File: src/hdl/lbr_pkg.sv
package lbr_pkg;

  // lfsr feedback taps, fallback seed, largest legal bound and reduction start
  localparam logic [7:0] LfsrTaps    = 8'hB8;
  localparam logic [7:0] SeedDefault = 8'd42;
  localparam logic [7:0] MaxDraw     = 8'd254;
  localparam logic [7:0] BoundStart  = 8'd255;

  // sequencer states
  typedef enum logic [3:0] {
    StIdle   = 4'b0001,
    StDraw   = 4'b0010,
    StReduce = 4'b0100,
    StFinish = 4'b1000
  } state_e;

  // one galois step
  function automatic logic [7:0] lfsr_next(input logic [7:0] s);
    logic [7:0] n;
    n = {1'b0, s[7:1]};
    if (s[0]) begin
      n = n ^ LfsrTaps;
    end
    return n;
  endfunction

endpackage

File: src/hdl/lfsr8_bounded_random_core.sv
// sequence: idle takes the word; each draw steps the lfsr in draw, then reduce
//   subtracts the range until r is below it, redrawing if the bound is short;
//   finish loads the output word; bad bounds skip to finish with no lfsr step
// throughput: one word at a time; reduce loops and output stalls set the rate
// reset: lfsr holds 42, sequencer idle, no output word pending
module lfsr8_bounded_random_core (
  input  logic       clk_i,
  input  logic       rst_ni,
  input  logic       seed_we_i,
  input  logic [7:0] seed_wdata_i,
  input  logic       in_valid_i,
  output logic       in_stall_o,
  input  logic [7:0] low_bound_i,
  input  logic [7:0] high_bound_i,
  output logic       out_valid_o,
  input  logic       out_stall_i,
  output logic [7:0] value_o,
  output logic       bad_bounds_o
);
  import lbr_pkg::*;

  state_e     state_q, state_d;
  logic [7:0] lfsr_q;
  logic [7:0] lo_q;
  logic [7:0] range_q;
  logic [7:0] r_q;
  logic [7:0] bound_q;
  logic [7:0] res_val_q;
  logic       res_bad_q;
  logic       out_valid_q;
  logic [7:0] out_value_q;
  logic       out_bad_q;

  logic       in_accept;
  logic       in_bad;
  logic       out_free;
  logic [7:0] lfsr_step;
  logic [8:0] r_diff;
  logic       r_ge_range;
  logic       bound_ge_range;

  assign in_accept  = in_valid_i && !in_stall_o;
  assign in_stall_o = (state_q != StIdle);
  assign in_bad     = (low_bound_i >= high_bound_i) || (high_bound_i > MaxDraw);
  assign out_free   = !out_valid_q || !out_stall_i;
  assign lfsr_step  = lfsr_next(lfsr_q);

  // shared subtract unit, borrow gives the compare
  assign r_diff         = {1'b0, r_q} - {1'b0, range_q};
  assign r_ge_range     = !r_diff[8];
  assign bound_ge_range = (bound_q >= range_q);

  // sequencer
  always_comb begin
    state_d = state_q;
    unique case (state_q)
      StIdle: begin
        if (in_accept) begin
          state_d = in_bad ? StFinish : StDraw;
        end
      end
      StDraw: begin
        state_d = StReduce;
      end
      StReduce: begin
        if (!r_ge_range) begin
          state_d = bound_ge_range ? StFinish : StDraw;
        end
      end
      StFinish: begin
        if (out_free) begin
          state_d = StIdle;
        end
      end
      default: begin
        state_d = StIdle;
      end
    endcase
  end

  always_ff @(posedge clk_i or negedge rst_ni) begin
    if (!rst_ni) begin
      state_q <= StIdle;
    end else begin
      state_q <= state_d;
    end
  end

  // lfsr, seed write reloads it
  always_ff @(posedge clk_i or negedge rst_ni) begin
    if (!rst_ni) begin
      lfsr_q <= SeedDefault;
    end else if (seed_we_i) begin
      lfsr_q <= (seed_wdata_i == 8'd0) ? SeedDefault : seed_wdata_i;
    end else if (state_q == StDraw) begin
      lfsr_q <= lfsr_step;
    end
  end

  // datapath of the reduction
  always_ff @(posedge clk_i) begin
    if (in_accept) begin
      lo_q      <= low_bound_i;
      range_q   <= high_bound_i - low_bound_i + 8'd1;
      res_val_q <= 8'd0;
      res_bad_q <= in_bad;
    end
    if (state_q == StDraw) begin
      r_q     <= lfsr_step - 8'd1;
      bound_q <= BoundStart;
    end
    if (state_q == StReduce) begin
      if (r_ge_range) begin
        r_q     <= r_diff[7:0];
        bound_q <= bound_q - range_q;
      end else if (bound_ge_range) begin
        res_val_q <= r_q + lo_q;
        res_bad_q <= 1'b0;
      end
    end
  end

  // output register
  always_ff @(posedge clk_i or negedge rst_ni) begin
    if (!rst_ni) begin
      out_valid_q <= 1'b0;
    end else if (state_q == StFinish && out_free) begin
      out_valid_q <= 1'b1;
    end else if (!out_stall_i) begin
      out_valid_q <= 1'b0;
    end
  end

  always_ff @(posedge clk_i) begin
    if (state_q == StFinish && out_free) begin
      out_value_q <= res_val_q;
      out_bad_q   <= res_bad_q;
    end
  end

  assign out_valid_o  = out_valid_q;
  assign value_o      = out_value_q;
  assign bad_bounds_o = out_bad_q;

`ifndef SYNTHESIS
  // lfsr never sticks at zero
  a_lfsr_nonzero: assert property (@(posedge clk_i) disable iff (!rst_ni)
    lfsr_q != 8'd0)
    else $error("lfsr reached zero");

  // the bound always stays above the remainder while reducing
  a_bound_above_r: assert property (@(posedge clk_i) disable iff (!rst_ni)
    (state_q == StReduce) |-> (bound_q > r_q))
    else $error("bound fell to remainder");

  // a valid request has a range of at least two
  a_range_min: assert property (@(posedge clk_i) disable iff (!rst_ni)
    (state_q == StDraw || state_q == StReduce) |-> (range_q >= 8'd2))
    else $error("range below two in reduction");

  // bad bounds go straight to finish with the error flag
  a_bad_path: assert property (@(posedge clk_i) disable iff (!rst_ni)
    (in_accept && in_bad) |=> (state_q == StFinish && res_bad_q && res_val_q == 8'd0))
    else $error("bad bounds not flagged");
`endif

endmodule

File: config.mk
export PLATFORM = sky130hd
export DESIGN_NAME = lfsr8_bounded_random_core
export DESIGN_NICKNAME = d
export VERILOG_FILES = /design/src/hdl/lbr_pkg.sv /design/src/hdl/lfsr8_bounded_random_core.sv
export SDC_FILE = /design/constraint.sdc
export NUM_CORES = 1
export LEC_CHECK = 0
export ABC_AREA = 1
export BUFFER_PORTS_ARGS = -buffer_cell sky130_fd_sc_hd__buf_2
export CAP_MARGIN = 20
export CORE_MARGIN = 4
export CORE_UTILIZATION = 40
export DETAILED_ROUTE_END_ITERATION = 7
export HOLD_SLACK_MARGIN = 0.08
export PLACE_DENSITY = 0.65
export SYNTH_ARGS = -nofsm -noshare
export SYNTH_HDL_FRONTEND = slang
export SYNTH_SLANG_ARGS = --single-unit
export TNS_END_PERCENT = 1
File: constraint.sdc
create_clock -name clk_i -period 2.3 [get_ports clk_i]
set_clock_uncertainty 0.05 [all_clocks]
set_input_delay 0.23 -clock clk_i [delete_from_list [all_inputs] [get_ports clk_i]]
set_output_delay 0.23 -clock clk_i [all_outputs]
set_load 0.1 [all_outputs]
==> results.toml <==
[finish]
final_core_util_pct = 48.3
final.fill_count = 985
area_growth_pct = 16.3
finalNetCount = 677
stdcell_area_sq_um = 5030
antenna_cells = 0
drive_gt1_share_pct = 17.1

[power]
p_int_w = 0.00316
powerDensity_nw_per_um2 = 1170
seqPwrFrac_pct = 30.7
leakage_nw = 2.61
switching_share_pct = 46.2
p_sw_w = 0.00271
clkPwrFrac_pct = 16.1
vdd_ir_drop_max_v = 0.000847
pwr-share-comb_pct = 53.2

[critical_path]
critPathLaunchType = "input pin"
cp.required_ns = 2.35
worstPathMaxFanout = 4
cp.arrival_ns = 2.28
end_kind = "flip-flop"
crit_type = "in2reg"
ff2ff_path_depth = 10

[placed_design]
port_buffers = 39
dpl_cell_area_sq_um = 4690
place.gp.congestion = 0.872
dpl.hpwl_microns = 7300

[worst_hold_path]
min-delay-path-class = "in2reg"
hold_path_depth = 3

[timing]
final_hold_viol_count = 0
finalSetupTns_ns = 0
rsz0062_at_grt = "false"
finalCritPeriodShare_pct = 96.9
finalSetupViolCount = 0
period_minus_slack_ns = 2.23
fmax_mhz = 449
drv_slew = 0
tightest_slew_ns = 0.486
max_slew_margin_pct = 67.8

[cts]
max-clock-path-buffers = 2
clkTransAtPathRegs_ns = 0.07
cts_setup_buffers = 0
worstSkewPairLatency_ns = 0.34
cts_htree_levels = 3
clock-sinks = 63
clockRootBuffer = "clkbuf_8"
cts_tree = "built"
numCtsBuffers = 9

[synth]
ys_seq_area_share_pct = 36.6
synthCells = 535
synth_flop_cell = "edfxtp_1"
synth-edff-count = 25
synth.top_cells.by_count = "nand2_1 (143), inv_1 (99), ha_1 (44)"
syn_area_sq_um = 4330
yosys_warnings = 0
avgSynthCellArea_sq_um = 8.09
async_flop_share_pct = 20.6
synth_top_area_share_pct = 17.4
ys_seq_elements = 63
synth.area.top_cells = "edfxtp_1 (17%), ha_1 (13%), nand2_1 (12%), dfxtp_1 (12%), inv_1 (8.6%)"
yosys.area.top_type = "edfxtp_1"
syn_nets = 613
synthMostInstantiatedCell = "nand2_1"
synth_cell_types = 43

[global_routing]
grt_start_max_net_pins = 18
grt_pass1_vias = 3401
grt_pass1_wl_microns = 15500
grtUsageTotal_pct = 15.3
antenna_found_initial = 0
grt_remaining_overflow = 0

[floorplan]
die_width_microns = 112
die-area_sq_um = 12500
num_rows = 37
die_h_microns = 112
coreArea_sq_um = 10400
initial_core_util_pct = 41.5
io_pins = 40

[detailed_routing]
firstDrtPassIters = 5
route.detailed.drc = 0
ant_nets = 0
via_per_inst = 4.77
first_iter_violations = 174
wl_per_cell_microns = 12.5
drt-total-wl_microns = 9280
num_vias = 3530

[outcome]
outcome = "finished clean"

[flow_run]
maxCapViolCount = 0
[flip-flops by register name, indices dropped and copies added (netlist names)]
name,count
res_bad_q,1
out_valid_o,1
bound_q,8
state_q,4
r_q,8
range_q,8
res_val_q,8
value_o,8
lfsr_q,8
bad_bounds_o,1
lo_q,8
[power groups by stage]
stage / clock [W] / sequential (W) / combinational, W
global route: 0.00101 / 0.00183 / 0.00352
global placement: 0 / 0.00181 / 0.00301
detailed placement: 0 / 0.00182 / 0.00307
floorplan: 0 / 0.00195 / 0.00229
CTS: 0.000957 / 0.00180 / 0.00311
finish: 0.000946 / 0.00180 / 0.00312
[kinds of logic after synthesis]
kind of cell             count (synthesis)  share of synthesized area, %
AO/OA/AOI/OAI                           72                          10.1
flip-flops                              63                          36.6
adder cells (fa/ha/maj)                 49                          15.0
XOR/XNOR                                19                          4.02
AND/OR/NAND/NOR                        223                          24.1
buffers and inverters                  109                          10.2
[through the flow]
step / instances / setup WS [ns] / hold slack, ns / power (W)
2_1_floorplan: 535 / 0.292 / -0.116 / 0.00423
3_3_place_gp: 712 / 0.115 / 0.0791 / 0.00482
3_5_place_dp: 712 / 0.0693 / 0.0860 / 0.00489
4_1_cts: 740 / 0.0415 / 0.0856 / 0.00586
5_1_grt: 740 / 0.000864 / 0.0954 / 0.00637
6_report: 740 / 0.0714 / 0.0941 / 0.00587
[worst max-delay path, cell delays in order]
cell           delay (ns)
dlygate4sd3_1        0.56
buf_2                0.15
inv_1                0.05
ha_1                 0.32
inv_1                0.07
fa_1                 0.46
o21ai_2              0.15
nand2_1              0.06
nand2_1              0.07
a21oi_2              0.05
nand2_1              0.05
nand2_1              0.04
[placed cells by master, fill, tap and decap left out, drive strengths merged, types with 11 or more instances in the layout]
| cell type | Yosys | layout |
|---|---|---|
| nor2 | 23 | 23 |
| xor2 | 11 | 11 |
| o21ai | 34 | 34 |
| dfxtp | 25 | 25 |
| ha | 44 | 44 |
| buf | 4 | 45 |
| dlygate4sd3 | 0 | 12 |
| nand3 | 32 | 32 |
| nand2 | 149 | 149 |
| inv | 105 | 105 |
| a21oi | 23 | 23 |
| edfxtp | 25 | 25 |
[metal layers]
layer,global-route usage [%],routed length (microns)
met3,3.26,407
met4,7.69,308
met2,23.8,4130
met1,20.1,4430
met5,0,0
[final cells by class]
class	count	area, sq um	share of cell area [%]
timing repair buffer	57	360	7.16
multi-input combinational	363	2340	46.4
clock inverter	6	61.3	1.22
inverter	105	394	7.83
sequential	63	1580	31.4
tap	136	170	3.38
clock buffer	10	128	2.54
[worst paths after layout]
kind / from / endpoint / slack (ns)
min in group asynchronous: rst_ni / state_q[3]$_DFFE_PN0P_ / 0.25
max: low_bound_i[2] / range_q[7]$_DFFE_PP_ / 0.07
min reg2reg: res_val_q[5]$_DFF_P_ / value_o[5]$_DFFE_PP_ / 0.38
min: seed_wdata_i[0] / lfsr_q[0]$_DFFE_PN0P_ / 0.09
max in group asynchronous: rst_ni / lfsr_q[3]$_DFFE_PN1P_ / 1.65
max reg2reg: range_q[0]$_DFFE_PP_ / r_q[6]$_DFF_P_ / 0.16
[timing repair]
action,in CTS,in global routing
endpoints found under the hold margin,24,0
endpoints found under the setup margin,0,3
resized for setup,0,6
hold buffers,12,0
No activity file was read; power rests on OpenSTA's default activity.
